==> src/rtl/sequential_list_engine_top_macros.svh <==
// ----------------------------------------------------------------------------
// Sequential list engine assertion macros
// Shorthand for the concurrent checks at the end of the top level.
// ----------------------------------------------------------------------------
`ifndef SEQUENTIAL_LIST_ENGINE_TOP_MACROS_SVH
`define SEQUENTIAL_LIST_ENGINE_TOP_MACROS_SVH

// Consequent must hold in the same cycle as the antecedent.
`define SLST_ASSERT_SAME_CYCLE(label, ante, cons, msg) \
    label: assert property (@(posedge i_clk) disable iff (!i_rst_n) \
        (ante) |-> (cons)) else $error(msg);

// Consequent must hold in the cycle after the antecedent.
`define SLST_ASSERT_NEXT_CYCLE(label, ante, cons, msg) \
    label: assert property (@(posedge i_clk) disable iff (!i_rst_n) \
        (ante) |=> (cons)) else $error(msg);

`endif

==> src/rtl/slst_pkg.sv <==
// ----------------------------------------------------------------------------
// Sequential list engine package
// Field widths, command and status codes, and the controller/datapath types.
// ----------------------------------------------------------------------------
`default_nettype none

package slst_pkg;

    localparam int DEPTH_DEF = 64;

    localparam int CMD_W  = 3;
    localparam int POS_W  = 7;
    localparam int VAL_W  = 32;
    localparam int STS_W  = 2;
    localparam int FPOS_W = 6;
    localparam int LEN_W  = 7;
    localparam int CAP_W  = 7;

    localparam logic [CAP_W-1:0] CAP_RESET = 7'd64;

    typedef enum logic [CMD_W-1:0] {
        CMD_INSERT  = 3'd0,
        CMD_FIND    = 3'd1,
        CMD_READ    = 3'd2,
        CMD_RMV_VAL = 3'd3,
        CMD_RMV_IDX = 3'd4
    } t_cmd;

    typedef enum logic [STS_W-1:0] {
        STS_OK        = 2'd0,
        STS_BAD_POS   = 2'd1,
        STS_FULL      = 2'd2,
        STS_NOT_FOUND = 2'd3
    } t_status;

    typedef enum logic [2:0] {
        S_IDLE,
        S_CHECK,
        S_SEARCH,
        S_RDWAIT,
        S_SHUP,
        S_SHDN,
        S_DONE
    } t_state;

    typedef enum logic [2:0] {
        IDX_HOLD,
        IDX_LEN,
        IDX_ZERO,
        IDX_POS1,
        IDX_HIT1,
        IDX_INC,
        IDX_DEC
    } t_idx_sel;

    typedef enum logic [1:0] {
        RD_IDX,
        RD_IDX_M1,
        RD_POS
    } t_rd_sel;

    typedef enum logic [1:0] {
        WR_NONE,
        WR_UP,
        WR_DN,
        WR_VAL
    } t_wr_sel;

    typedef enum logic [1:0] {
        RES_NONE,
        RES_RD_POS,
        RES_HIT,
        RES_INS
    } t_res_sel;

    typedef enum logic [1:0] {
        LEN_HOLD,
        LEN_INC,
        LEN_DEC
    } t_len_op;

    // Commands from the controller to the datapath.
    typedef struct packed {
        logic     load_item;
        logic     set_status;
        t_status  status;
        t_idx_sel idx_sel;
        logic     rd_en;
        t_rd_sel  rd_sel;
        t_wr_sel  wr_sel;
        t_res_sel res_sel;
        t_len_op  len_op;
        logic     out_load;
    } t_dp_cmd;

    // Status from the datapath to the controller.
    typedef struct packed {
        logic [CMD_W-1:0] cmd;
        logic             pos_gt_len;
        logic             pos_ge_len;
        logic             full;
        logic             idx_gt_pos;
        logic             idx_lt_len;
        logic             rd_vld;
        logic             hit;
    } t_dp_sts;

endpackage

`default_nettype wire

==> src/rtl/slst_cmd_if.sv <==
// ----------------------------------------------------------------------------
// Command channel
// Valid/ready channel carrying one list command item.
// ----------------------------------------------------------------------------
`default_nettype none

interface slst_cmd_if;
    logic                              valid;
    logic                              ready;
    logic [slst_pkg::CMD_W-1:0]        command;
    logic [slst_pkg::POS_W-1:0]        position;
    logic signed [slst_pkg::VAL_W-1:0] value;

    modport source (output valid, output command, output position, output value,
                    input ready);
    modport sink   (input valid, input command, input position, input value,
                    output ready);
endinterface

`default_nettype wire

==> src/rtl/slst_rsp_if.sv <==
// ----------------------------------------------------------------------------
// Result channel
// Valid/ready channel carrying one list result item.
// ----------------------------------------------------------------------------
`default_nettype none

interface slst_rsp_if;
    logic                              valid;
    logic                              ready;
    logic [slst_pkg::STS_W-1:0]        status;
    logic [slst_pkg::FPOS_W-1:0]       found_position;
    logic signed [slst_pkg::VAL_W-1:0] found_value;
    logic [slst_pkg::LEN_W-1:0]        length;

    modport source (output valid, output status, output found_position,
                    output found_value, output length, input ready);
    modport sink   (input valid, input status, input found_position,
                    input found_value, input length, output ready);
endinterface

`default_nettype wire

==> src/rtl/sequential_list_engine_top.sv <==
// The engine handles one item at a time and takes the next only once the result of the
// last has been registered. The walk over the entry store (one read and one write port)
// moves one entry per cycle. Reset (i_rst_n low, synchronous) empties the list, sets the
// capacity to 64 and drops any pending result.
// ----------------------------------------------------------------------------
// Sequential list engine top level
// Ordered list of signed 32-bit values with insert, find, read and remove.
// ----------------------------------------------------------------------------
`default_nettype none

`include "sequential_list_engine_top_macros.svh"

module sequential_list_engine_top #(
    parameter int DEPTH = slst_pkg::DEPTH_DEF
) (
    input  wire logic                       i_clk,
    input  wire logic                       i_rst_n,
    input  wire logic                       i_cfg_wr_en,
    input  wire logic [slst_pkg::CAP_W-1:0] i_cfg_wr_data,
    slst_cmd_if.sink                        i_cmd,
    slst_rsp_if.source                      o_rsp
);

    // The controller walks each command through the datapath. An item is taken
    // only in the idle state. Insert shifts later entries up one slot, working
    // from the tail down; the read of one entry overlaps the write of the one
    // before it, so the shift moves one entry per cycle. Find streams the
    // store from the head and compares each registered read against the value;
    // remove then shifts the tail down in the same overlapped way.
    // The finished result sits in an output register, so a new item can be
    // accepted while the previous result still waits for the sink.

    slst_pkg::t_dp_cmd dp_cmd;
    slst_pkg::t_dp_sts dp_sts;
    slst_pkg::t_status out_status;
    logic              in_ready;
    logic              out_valid;

    slst_controller u_ctrl (
        .i_clk       (i_clk),
        .i_rst_n     (i_rst_n),
        .i_in_valid  (i_cmd.valid),
        .o_in_ready  (in_ready),
        .i_out_ready (o_rsp.ready),
        .o_out_valid (out_valid),
        .i_sts       (dp_sts),
        .o_cmd       (dp_cmd)
    );

    slst_datapath #(
        .DEPTH (DEPTH)
    ) u_dp (
        .i_clk            (i_clk),
        .i_rst_n          (i_rst_n),
        .i_cfg_wr_en      (i_cfg_wr_en),
        .i_cfg_wr_data    (i_cfg_wr_data),
        .i_command        (i_cmd.command),
        .i_position       (i_cmd.position),
        .i_value          (i_cmd.value),
        .i_cmd            (dp_cmd),
        .o_sts            (dp_sts),
        .o_status         (out_status),
        .o_found_position (o_rsp.found_position),
        .o_found_value    (o_rsp.found_value),
        .o_length         (o_rsp.length)
    );

    assign i_cmd.ready  = in_ready;
    assign o_rsp.valid  = out_valid;
    assign o_rsp.status = out_status;

    // Once an item is taken, the block is busy in the following cycle.
    `SLST_ASSERT_NEXT_CYCLE(a_busy_after_accept, i_cmd.valid && in_ready, !in_ready, "item accepted while busy")

    // A shifted entry is only written from a read that actually returned data.
    `SLST_ASSERT_SAME_CYCLE(a_shift_has_data, dp_cmd.wr_sel == slst_pkg::WR_UP || dp_cmd.wr_sel == slst_pkg::WR_DN, dp_sts.rd_vld, "shift write without read data")

    // A failed command reports zero position and value.
    `SLST_ASSERT_SAME_CYCLE(a_error_zero_fields, out_valid && out_status != slst_pkg::STS_OK, o_rsp.found_position == '0 && o_rsp.found_value == '0, "error result carries data")

endmodule

`default_nettype wire

==> src/rtl/slst_datapath.sv <==
// ----------------------------------------------------------------------------
// Sequential list engine datapath
// Entry store, length and capacity registers, walk index, result registers.
// ----------------------------------------------------------------------------
`default_nettype none

module slst_datapath #(
    parameter int DEPTH = slst_pkg::DEPTH_DEF
) (
    input  wire logic                              i_clk,
    input  wire logic                              i_rst_n,
    input  wire logic                              i_cfg_wr_en,
    input  wire logic [slst_pkg::CAP_W-1:0]        i_cfg_wr_data,
    input  wire logic [slst_pkg::CMD_W-1:0]        i_command,
    input  wire logic [slst_pkg::POS_W-1:0]        i_position,
    input  wire logic signed [slst_pkg::VAL_W-1:0] i_value,
    input  wire slst_pkg::t_dp_cmd                 i_cmd,
    output slst_pkg::t_dp_sts                      o_sts,
    output slst_pkg::t_status                      o_status,
    output logic [slst_pkg::FPOS_W-1:0]            o_found_position,
    output logic signed [slst_pkg::VAL_W-1:0]      o_found_value,
    output logic [slst_pkg::LEN_W-1:0]             o_length
);

    localparam int AW  = (DEPTH > 1) ? $clog2(DEPTH) : 1;
    localparam int LW  = $clog2(DEPTH + 1);
    localparam int CW0 = (LW > slst_pkg::POS_W) ? LW : slst_pkg::POS_W;
    localparam int CW  = (CW0 > slst_pkg::LEN_W) ? CW0 : slst_pkg::LEN_W;

    // Item and configuration registers.
    logic [slst_pkg::CMD_W-1:0]        r_cmd;
    logic [slst_pkg::POS_W-1:0]        r_pos;
    logic signed [slst_pkg::VAL_W-1:0] r_val;
    logic [slst_pkg::CAP_W-1:0]        r_cap;
    logic [LW-1:0]                     r_len;
    logic [LW-1:0]                     r_idx;
    logic [LW-1:0]                     n_idx;

    // Store and its registered read port.
    logic signed [slst_pkg::VAL_W-1:0] r_mem [DEPTH];
    logic signed [slst_pkg::VAL_W-1:0] r_rdata;
    logic [AW-1:0]                     r_rd_idx;
    logic                              r_rd_vld;

    // Working result and output registers.
    slst_pkg::t_status                 r_res_status;
    logic [AW-1:0]                     r_res_fpos;
    logic signed [slst_pkg::VAL_W-1:0] r_res_fval;
    slst_pkg::t_status                 r_out_status;
    logic [slst_pkg::FPOS_W-1:0]       r_out_fpos;
    logic signed [slst_pkg::VAL_W-1:0] r_out_fval;
    logic [slst_pkg::LEN_W-1:0]        r_out_len;

    logic [CW-1:0]                     pos_w;
    logic [CW-1:0]                     len_w;
    logic [CW-1:0]                     idx_w;
    logic [CW-1:0]                     cap_w;
    logic [CW-1:0]                     eff_cap;
    logic [CW-1:0]                     fpos_w;
    logic [AW-1:0]                     pos_addr;
    logic [LW-1:0]                     idx_m1;
    logic [AW-1:0]                     rd_addr;
    logic                              wr_en;
    logic [AW-1:0]                     wr_addr;
    logic signed [slst_pkg::VAL_W-1:0] wr_data;

    always_comb begin
        pos_w    = CW'(r_pos);
        len_w    = CW'(r_len);
        idx_w    = CW'(r_idx);
        cap_w    = CW'(r_cap);
        eff_cap  = (cap_w > CW'(DEPTH)) ? CW'(DEPTH) : cap_w;
        pos_addr = pos_w[AW-1:0];
        idx_m1   = r_idx - LW'(1);
        fpos_w   = CW'(r_res_fpos);
    end

    always_comb begin
        o_sts.cmd        = r_cmd;
        o_sts.pos_gt_len = (pos_w > len_w);
        o_sts.pos_ge_len = (pos_w >= len_w);
        o_sts.full       = (len_w >= eff_cap);
        o_sts.idx_gt_pos = (idx_w > pos_w);
        o_sts.idx_lt_len = (r_idx < r_len);
        o_sts.rd_vld     = r_rd_vld;
        o_sts.hit        = r_rd_vld && (r_rdata == r_val);
    end

    always_comb begin
        case (i_cmd.rd_sel)
            slst_pkg::RD_IDX:    rd_addr = r_idx[AW-1:0];
            slst_pkg::RD_IDX_M1: rd_addr = idx_m1[AW-1:0];
            slst_pkg::RD_POS:    rd_addr = pos_addr;
            default:             rd_addr = r_idx[AW-1:0];
        endcase
    end

    always_comb begin
        wr_en   = 1'b1;
        wr_addr = pos_addr;
        wr_data = r_val;
        case (i_cmd.wr_sel)
            slst_pkg::WR_UP: begin
                wr_addr = r_rd_idx + AW'(1);
                wr_data = r_rdata;
            end
            slst_pkg::WR_DN: begin
                wr_addr = r_rd_idx - AW'(1);
                wr_data = r_rdata;
            end
            slst_pkg::WR_VAL: begin
                wr_addr = pos_addr;
                wr_data = r_val;
            end
            default: begin
                wr_en = 1'b0;
            end
        endcase
    end

    always_comb begin
        case (i_cmd.idx_sel)
            slst_pkg::IDX_LEN:  n_idx = r_len;
            slst_pkg::IDX_ZERO: n_idx = '0;
            slst_pkg::IDX_POS1: n_idx = LW'(pos_w + CW'(1));
            slst_pkg::IDX_HIT1: n_idx = LW'(r_rd_idx) + LW'(1);
            slst_pkg::IDX_INC:  n_idx = r_idx + LW'(1);
            slst_pkg::IDX_DEC:  n_idx = idx_m1;
            default:            n_idx = r_idx;
        endcase
    end

    // Store: one write and one registered read per cycle.
    always_ff @(posedge i_clk) begin
        if (wr_en) begin
            r_mem[wr_addr] <= wr_data;
        end
        if (i_cmd.rd_en) begin
            r_rdata  <= r_mem[rd_addr];
            r_rd_idx <= rd_addr;
        end
    end

    always_ff @(posedge i_clk) begin
        if (!i_rst_n) begin
            r_cap    <= slst_pkg::CAP_RESET;
            r_len    <= '0;
            r_rd_vld <= 1'b0;
        end else begin
            r_rd_vld <= i_cmd.rd_en;
            if (i_cfg_wr_en) begin
                r_cap <= i_cfg_wr_data;
            end
            case (i_cmd.len_op)
                slst_pkg::LEN_INC: r_len <= r_len + LW'(1);
                slst_pkg::LEN_DEC: r_len <= r_len - LW'(1);
                default:           r_len <= r_len;
            endcase
        end
    end

    always_ff @(posedge i_clk) begin
        r_idx <= n_idx;
        if (i_cmd.load_item) begin
            r_cmd        <= i_command;
            r_pos        <= i_position;
            r_val        <= i_value;
            r_res_status <= slst_pkg::STS_OK;
            r_res_fpos   <= '0;
            r_res_fval   <= '0;
        end else begin
            if (i_cmd.set_status) begin
                r_res_status <= i_cmd.status;
            end
            case (i_cmd.res_sel)
                slst_pkg::RES_RD_POS: begin
                    r_res_fpos <= pos_addr;
                    r_res_fval <= r_rdata;
                end
                slst_pkg::RES_HIT: begin
                    r_res_fpos <= r_rd_idx;
                    r_res_fval <= r_rdata;
                end
                slst_pkg::RES_INS: begin
                    r_res_fpos <= pos_addr;
                    r_res_fval <= r_val;
                end
                default: begin
                    r_res_fpos <= r_res_fpos;
                end
            endcase
        end
        if (i_cmd.out_load) begin
            r_out_status <= r_res_status;
            r_out_fpos   <= fpos_w[slst_pkg::FPOS_W-1:0];
            r_out_fval   <= r_res_fval;
            r_out_len    <= len_w[slst_pkg::LEN_W-1:0];
        end
    end

    assign o_status         = r_out_status;
    assign o_found_position = r_out_fpos;
    assign o_found_value    = r_out_fval;
    assign o_length         = r_out_len;

endmodule

`default_nettype wire

==> src/rtl/slst_controller.sv <==
// ----------------------------------------------------------------------------
// Sequential list engine controller
// Sequences each command over the datapath and owns both handshakes.
// ----------------------------------------------------------------------------
`default_nettype none

module slst_controller (
    input  wire logic              i_clk,
    input  wire logic              i_rst_n,
    input  wire logic              i_in_valid,
    output logic                   o_in_ready,
    input  wire logic              i_out_ready,
    output logic                   o_out_valid,
    input  wire slst_pkg::t_dp_sts i_sts,
    output slst_pkg::t_dp_cmd      o_cmd
);

    slst_pkg::t_state r_state;
    slst_pkg::t_state n_state;
    logic             r_out_vld;
    logic             out_free;

    assign out_free = !r_out_vld || i_out_ready;

    always_comb begin
        n_state = r_state;
        case (r_state)
            slst_pkg::S_IDLE: begin
                if (i_in_valid) begin
                    n_state = slst_pkg::S_CHECK;
                end
            end
            slst_pkg::S_CHECK: begin
                case (i_sts.cmd)
                    slst_pkg::CMD_INSERT: begin
                        if (i_sts.pos_gt_len || i_sts.full) begin
                            n_state = slst_pkg::S_DONE;
                        end else begin
                            n_state = slst_pkg::S_SHUP;
                        end
                    end
                    slst_pkg::CMD_FIND, slst_pkg::CMD_RMV_VAL: begin
                        n_state = slst_pkg::S_SEARCH;
                    end
                    slst_pkg::CMD_READ, slst_pkg::CMD_RMV_IDX: begin
                        if (i_sts.pos_ge_len) begin
                            n_state = slst_pkg::S_DONE;
                        end else begin
                            n_state = slst_pkg::S_RDWAIT;
                        end
                    end
                    default: begin
                        n_state = slst_pkg::S_DONE;
                    end
                endcase
            end
            slst_pkg::S_SEARCH: begin
                if (i_sts.hit) begin
                    if (i_sts.cmd == slst_pkg::CMD_RMV_VAL) begin
                        n_state = slst_pkg::S_SHDN;
                    end else begin
                        n_state = slst_pkg::S_DONE;
                    end
                end else if (!i_sts.idx_lt_len && !i_sts.rd_vld) begin
                    n_state = slst_pkg::S_DONE;
                end
            end
            slst_pkg::S_RDWAIT: begin
                if (i_sts.cmd == slst_pkg::CMD_RMV_IDX) begin
                    n_state = slst_pkg::S_SHDN;
                end else begin
                    n_state = slst_pkg::S_DONE;
                end
            end
            slst_pkg::S_SHUP: begin
                if (!i_sts.idx_gt_pos && !i_sts.rd_vld) begin
                    n_state = slst_pkg::S_DONE;
                end
            end
            slst_pkg::S_SHDN: begin
                if (!i_sts.idx_lt_len && !i_sts.rd_vld) begin
                    n_state = slst_pkg::S_DONE;
                end
            end
            slst_pkg::S_DONE: begin
                if (out_free) begin
                    n_state = slst_pkg::S_IDLE;
                end
            end
            default: begin
                n_state = slst_pkg::S_IDLE;
            end
        endcase
    end

    always_comb begin
        o_in_ready       = 1'b0;
        o_cmd.load_item  = 1'b0;
        o_cmd.set_status = 1'b0;
        o_cmd.status     = slst_pkg::STS_OK;
        o_cmd.idx_sel    = slst_pkg::IDX_HOLD;
        o_cmd.rd_en      = 1'b0;
        o_cmd.rd_sel     = slst_pkg::RD_IDX;
        o_cmd.wr_sel     = slst_pkg::WR_NONE;
        o_cmd.res_sel    = slst_pkg::RES_NONE;
        o_cmd.len_op     = slst_pkg::LEN_HOLD;
        o_cmd.out_load   = 1'b0;
        case (r_state)
            slst_pkg::S_IDLE: begin
                o_in_ready      = 1'b1;
                o_cmd.load_item = i_in_valid;
            end
            slst_pkg::S_CHECK: begin
                case (i_sts.cmd)
                    slst_pkg::CMD_INSERT: begin
                        if (i_sts.pos_gt_len) begin
                            o_cmd.set_status = 1'b1;
                            o_cmd.status     = slst_pkg::STS_BAD_POS;
                        end else if (i_sts.full) begin
                            o_cmd.set_status = 1'b1;
                            o_cmd.status     = slst_pkg::STS_FULL;
                        end else begin
                            o_cmd.idx_sel = slst_pkg::IDX_LEN;
                        end
                    end
                    slst_pkg::CMD_FIND, slst_pkg::CMD_RMV_VAL: begin
                        o_cmd.idx_sel = slst_pkg::IDX_ZERO;
                    end
                    slst_pkg::CMD_READ, slst_pkg::CMD_RMV_IDX: begin
                        if (i_sts.pos_ge_len) begin
                            o_cmd.set_status = 1'b1;
                            o_cmd.status     = slst_pkg::STS_BAD_POS;
                        end else begin
                            o_cmd.rd_en  = 1'b1;
                            o_cmd.rd_sel = slst_pkg::RD_POS;
                        end
                    end
                    default: begin
                        o_cmd.set_status = 1'b0;
                    end
                endcase
            end
            slst_pkg::S_SEARCH: begin
                // Reads run one entry ahead of the compare.
                if (i_sts.hit) begin
                    o_cmd.res_sel = slst_pkg::RES_HIT;
                    o_cmd.idx_sel = slst_pkg::IDX_HIT1;
                end else if (i_sts.idx_lt_len) begin
                    o_cmd.rd_en   = 1'b1;
                    o_cmd.rd_sel  = slst_pkg::RD_IDX;
                    o_cmd.idx_sel = slst_pkg::IDX_INC;
                end else if (!i_sts.rd_vld) begin
                    o_cmd.set_status = 1'b1;
                    o_cmd.status     = slst_pkg::STS_NOT_FOUND;
                end
            end
            slst_pkg::S_RDWAIT: begin
                o_cmd.res_sel = slst_pkg::RES_RD_POS;
                o_cmd.idx_sel = slst_pkg::IDX_POS1;
            end
            slst_pkg::S_SHUP: begin
                if (i_sts.rd_vld) begin
                    o_cmd.wr_sel = slst_pkg::WR_UP;
                end
                if (i_sts.idx_gt_pos) begin
                    o_cmd.rd_en   = 1'b1;
                    o_cmd.rd_sel  = slst_pkg::RD_IDX_M1;
                    o_cmd.idx_sel = slst_pkg::IDX_DEC;
                end else if (!i_sts.rd_vld) begin
                    o_cmd.wr_sel  = slst_pkg::WR_VAL;
                    o_cmd.res_sel = slst_pkg::RES_INS;
                    o_cmd.len_op  = slst_pkg::LEN_INC;
                end
            end
            slst_pkg::S_SHDN: begin
                if (i_sts.rd_vld) begin
                    o_cmd.wr_sel = slst_pkg::WR_DN;
                end
                if (i_sts.idx_lt_len) begin
                    o_cmd.rd_en   = 1'b1;
                    o_cmd.rd_sel  = slst_pkg::RD_IDX;
                    o_cmd.idx_sel = slst_pkg::IDX_INC;
                end else if (!i_sts.rd_vld) begin
                    o_cmd.len_op = slst_pkg::LEN_DEC;
                end
            end
            slst_pkg::S_DONE: begin
                o_cmd.out_load = out_free;
            end
            default: begin
                o_in_ready = 1'b0;
            end
        endcase
    end

    always_ff @(posedge i_clk) begin
        if (!i_rst_n) begin
            r_state   <= slst_pkg::S_IDLE;
            r_out_vld <= 1'b0;
        end else begin
            r_state <= n_state;
            if (o_cmd.out_load) begin
                r_out_vld <= 1'b1;
            end else if (i_out_ready) begin
                r_out_vld <= 1'b0;
            end
        end
    end

    assign o_out_valid = r_out_vld;

endmodule

`default_nettype wire

==> src/flat_wrapper.sv <==
// flat-port wrapper written by rule: the top's interface ports become plain ports
module sequential_list_engine_top_flat 
#(
    parameter int DEPTH = slst_pkg::DEPTH_DEF
)
  (i_clk, i_rst_n, i_cfg_wr_en, i_cfg_wr_data, i_cmd_valid, i_cmd_command, i_cmd_position, i_cmd_value, i_cmd_ready, o_rsp_valid, o_rsp_status, o_rsp_found_position, o_rsp_found_value, o_rsp_length, o_rsp_ready);
  slst_cmd_if i_cmd_i ();
  slst_rsp_if o_rsp_i ();
  input  wire logic i_clk;
  input  wire logic i_rst_n;
  input  wire logic i_cfg_wr_en;
  input  wire logic [slst_pkg::CAP_W-1:0] i_cfg_wr_data;
  input wire logic [$bits(i_cmd_i.valid)-1:0] i_cmd_valid;
  input wire logic [$bits(i_cmd_i.command)-1:0] i_cmd_command;
  input wire logic [$bits(i_cmd_i.position)-1:0] i_cmd_position;
  input wire logic [$bits(i_cmd_i.value)-1:0] i_cmd_value;
  output wire logic [$bits(i_cmd_i.ready)-1:0] i_cmd_ready;
  output wire logic [$bits(o_rsp_i.valid)-1:0] o_rsp_valid;
  output wire logic [$bits(o_rsp_i.status)-1:0] o_rsp_status;
  output wire logic [$bits(o_rsp_i.found_position)-1:0] o_rsp_found_position;
  output wire logic [$bits(o_rsp_i.found_value)-1:0] o_rsp_found_value;
  output wire logic [$bits(o_rsp_i.length)-1:0] o_rsp_length;
  input wire logic [$bits(o_rsp_i.ready)-1:0] o_rsp_ready;
  assign i_cmd_i.valid = i_cmd_valid;
  assign i_cmd_i.command = i_cmd_command;
  assign i_cmd_i.position = i_cmd_position;
  assign i_cmd_i.value = i_cmd_value;
  assign i_cmd_ready = i_cmd_i.ready;
  assign o_rsp_valid = o_rsp_i.valid;
  assign o_rsp_status = o_rsp_i.status;
  assign o_rsp_found_position = o_rsp_i.found_position;
  assign o_rsp_found_value = o_rsp_i.found_value;
  assign o_rsp_length = o_rsp_i.length;
  assign o_rsp_i.ready = o_rsp_ready;
  sequential_list_engine_top #(.DEPTH(DEPTH)) u_core (.i_clk(i_clk), .i_rst_n(i_rst_n), .i_cfg_wr_en(i_cfg_wr_en), .i_cfg_wr_data(i_cfg_wr_data), .i_cmd(i_cmd_i), .o_rsp(o_rsp_i));
endmodule
==> config.mk <==
export PLATFORM = sky130hd
export DESIGN_NAME = sequential_list_engine_top_flat
export DESIGN_NICKNAME = d
export VERILOG_FILES = /design/src/rtl/slst_pkg.sv /design/src/rtl/slst_cmd_if.sv /design/src/rtl/slst_rsp_if.sv /design/src/rtl/sequential_list_engine_top.sv /design/src/rtl/slst_datapath.sv /design/src/rtl/slst_controller.sv /design/src/flat_wrapper.sv
export VERILOG_INCLUDE_DIRS = /design/src /design/src/rtl
export SDC_FILE = /design/constraint.sdc
export NUM_CORES = 2
export LEC_CHECK = 0
export BUFFER_PORTS_ARGS = -buffer_cell sky130_fd_sc_hd__buf_2
export CORE_MARGIN = 3
export CORE_UTILIZATION = 61
export DETAILED_ROUTE_END_ITERATION = 10
export GPL_TIMING_DRIVEN = 0
export PLACE_DENSITY = 0.77
export SLEW_MARGIN = 40
export SYNTH_ARGS = -nofsm -noshare
export SYNTH_HDL_FRONTEND = slang
export SYNTH_SLANG_ARGS = --single-unit
==> constraint.sdc <==
create_clock -name i_clk -period 7.1 [get_ports i_clk]
set_input_delay 0.71 -clock i_clk [delete_from_list [all_inputs] [get_ports i_clk]]
set_output_delay 0.71 -clock i_clk [all_outputs]
set_load 0.1 [all_outputs]
==> results.ini <==
[sta]
rsz0062_at_grt=false
final_hold_viol_count=0
skew_ps=68.24
timing.fmax_ghz=0.1437
period_share=0.9798
tightest_slew_ps=922.3
fin_hold_ws_ps=61.20
slew_violations=0
period_minus_slack_ps=6957
relSlewSlack=0.3851
finalSetupViolations=0

[route]
wirelength_mm=246.6
via_count=47150
drt_iter0_markers=7237
antenna_left=0
wire_per_inst_um=36.12
via_per_inst=6.906
drtPass1Iterations=8
drc_errors=0

[yosys]
netlist.area_leader.share=0.7427
synth_area_leader_cell=edfxtp_1
synth-warning-count=0
ys_seq_area_frac=0.7561
ys_seq_elements=2241
synth_edf_count=2182
syn_area_um2=88220
syn_inst=4259
yosys-top-cells-area=edfxtp_1, mux4_2, mux2i_1, a211oi_1, dfxtp_1
ys_async_sr_fraction=0
synthFlopType=edfxtp_1
synth_cell_types=66
syn-num-nets=4360
synth_area_per_cell_um2=20.71

[clock_network]
clockBufferDepth=3
cts-htree-levels=4
cts_made_buffers=211
clock-sinks=2241
path_clk_slew_ps=70
cts_tree=built
clock-root-buffer=clkbuf_16
clk_latency_ps=870

[grt]
track_usage=0.3363
grt_first_pass_wirelength_mm=347.7
grt_max_degree=65
overflow=0
grt_pass1_vias=46930
antenna_found_initial=13

[floorplanning]
die_height_um=386.3
dieArea_um2=149200
core_area_um2=142600
rows=138
ios=103
initial_core_util=0.6186
dieWidth_um=386.3

[job]
maxCapViolations=0

[pwr]
powerDensity_nw_per_um2=352.4
p_total_mw=36.08
vdd_drop_max_uv=261.6
leakage_nw=32.88

[layout]
area_growth_pct=16.03
fin_cells=6827
final_common_cell=edfxtp_1
final_cell_mix=edfxtp_1, mux4_2, clkbuf_16
fin_area_um2=102400
layout.nets=4848
drive_above_1_share=0.2728

[placed_design]
io_buffers=101
dp_hpwl_mm=157.9
gp_congestion=0.9603
post_dp_cell_area_um2=94810
dp_cells=6383

[worst_hold_path]
hold_path_class=input pin to flop
whs_path_depth=1
hold_start=i_cmd_value[26]

[worst_setup_path]
rr_worst_depth=20
start_kind=flop
startpoint=u_core.u_dp.pos_w[1]
path_class=flop to flop
cp.arrival_ps=7510
crit_fanout=10
worst_setup_path_end_kind=flop
required_ps=7650
worstReg2RegStart=u_core.u_dp.pos_w[1]

[status]
status=complete, no violations

-- cells in the mapped netlist, types with 4 or more instances --
cell / number
nand3_1: 10
mux2_2: 34
a311oi_1: 35
a211oi_1: 198
o22ai_1: 4
inv_1: 33
nand4_1: 9
or3_1: 4
o21a_1: 8
nand2_1: 126
o21ai_0: 26
dfxtp_1: 59
ha_1: 45
a21oi_1: 127
buf_1: 16
nor3b_1: 4
and3_1: 5
a31oi_1: 5
xnor2_1: 42
nor2_1: 129
nand2b_1: 5
mux4_2: 512
buf_2: 47
buf_4: 32
nor3_1: 10
o221ai_1: 7
and2_1: 10
clkbuf_1: 137
nor2b_1: 114
mux2i_1: 207
a21o_1: 14
xor2_1: 10
edfxtp_1: 2182
-- report_power, final --
group	internal [mW]	total, mW	switching (mW)
Combinational	2.81	8.64	5.83
Sequential	15.8	16.0	0.276
Clock	6.43	11.4	4.98
-- kinds of logic (layout without fill, tap and decap cells) --
group,count (synthesis),in the layout,synth area share
compound gates,458,458,0.03584
mux,754,754,0.1587
xor+xnor,52,52,0.005162
simple gates,439,439,0.02387
buf+inv,268,939,0.01347
fa+ha+maj,47,47,0.006836
flops,2241,2241,0.7561
other cells,0,7,0
-- per-layer routing --
layer | vias to the layer above | wire [µm] | share of wire | track usage
li1 | 18670 | - | - | -
met1 | 24350 | 84680 | 0.34 | 0.4494
met2 | 3513 | 114500 | 0.46 | 0.5101
met3 | 611 | 31830 | 0.13 | 0.09574
met4 | 2 | 15580 | 0.063 | 0.1790
met5 | - | 13 | 0.000053 | 0
-- worst max-delay path: stages (launching register included) --
cell	delay, ps
edfxtp_1	690
inv_1	220
ha_1	350
nor2b_1	120
o21ai_0	80
a21oi_1	140
o21ai_1	200
or2_2	370
nor2_1	230
ha_1	310
nand2_1	80
nor2_1	100
a21oi_1	50
o21ai_0	290
buf_2	610
clkbuf_2	510
buf_1	660
mux2i_1	450
nand2_1	240
a311oi_1	670
a21oi_1	250
-- final timing paths --
kind	end	slack, ps
max	u_core.u_dp.r_rdata[19]	140
min	u_core.u_dp.r_val[26]	60
max reg2reg	u_core.u_dp.r_rdata[19]	140
min reg2reg	u_core.u_dp.o_status[0]	430
-- per-stage QoR --
step / setup TNS (ps) / worst slack, ps / util
3_5_place_dp: -24.49 / -24.49 / 0.6648
6_report: 0 / 143.1 / 0.7177
5_1_grt: 0 / 13.48 / 0.7176
2_1_floorplan: 0 / 1858 / -
4_1_cts: 0 / 115.2 / 0.7162
3_3_place_gp: -660750 / -636.5 / 0.6387
-- layout make-up --
type	count	area [µm²]
clock buffers	266	5653
plain buffers	233	1097
clock inverters	130	1319
multi-input cells	1750	21420
well taps	1890	2365
diodes	7	17.52
fillers	7983	40260
repair buffers	275	3660
flip-flops and latches	2241	66700
inverters	35	131.4
-- sequential cells by signal, summed over array words and instances, names as in the netlist, 3 cells and up --
name and count:
u_core.u_dp.r_mem 2048, u_core.u_dp.o_found_value 32, u_core.u_dp.r_rdata 32, u_core.u_dp.r_res_fval 32
u_core.u_dp.r_val 32, u_core.u_dp.cap_w 7, u_core.u_dp.idx_w 7, u_core.u_dp.len_w 7
u_core.u_dp.o_length 7, u_core.u_dp.pos_w 7, u_core.u_dp.o_found_position 6, u_core.u_dp.r_rd_idx 6
u_core.u_dp.r_res_fpos 6, u_core.u_ctrl.r_state 3, u_core.u_dp.r_cmd 3
-- what timing repair did --
item,CTS,global route
setup endpoints to repair,3,23
resized for setup,1,28
hold buffers,36,0
cloned,0,0
setup buffers,0,2
endpoints found under the hold margin,36,0
Power figures use the tool's default switching activity.
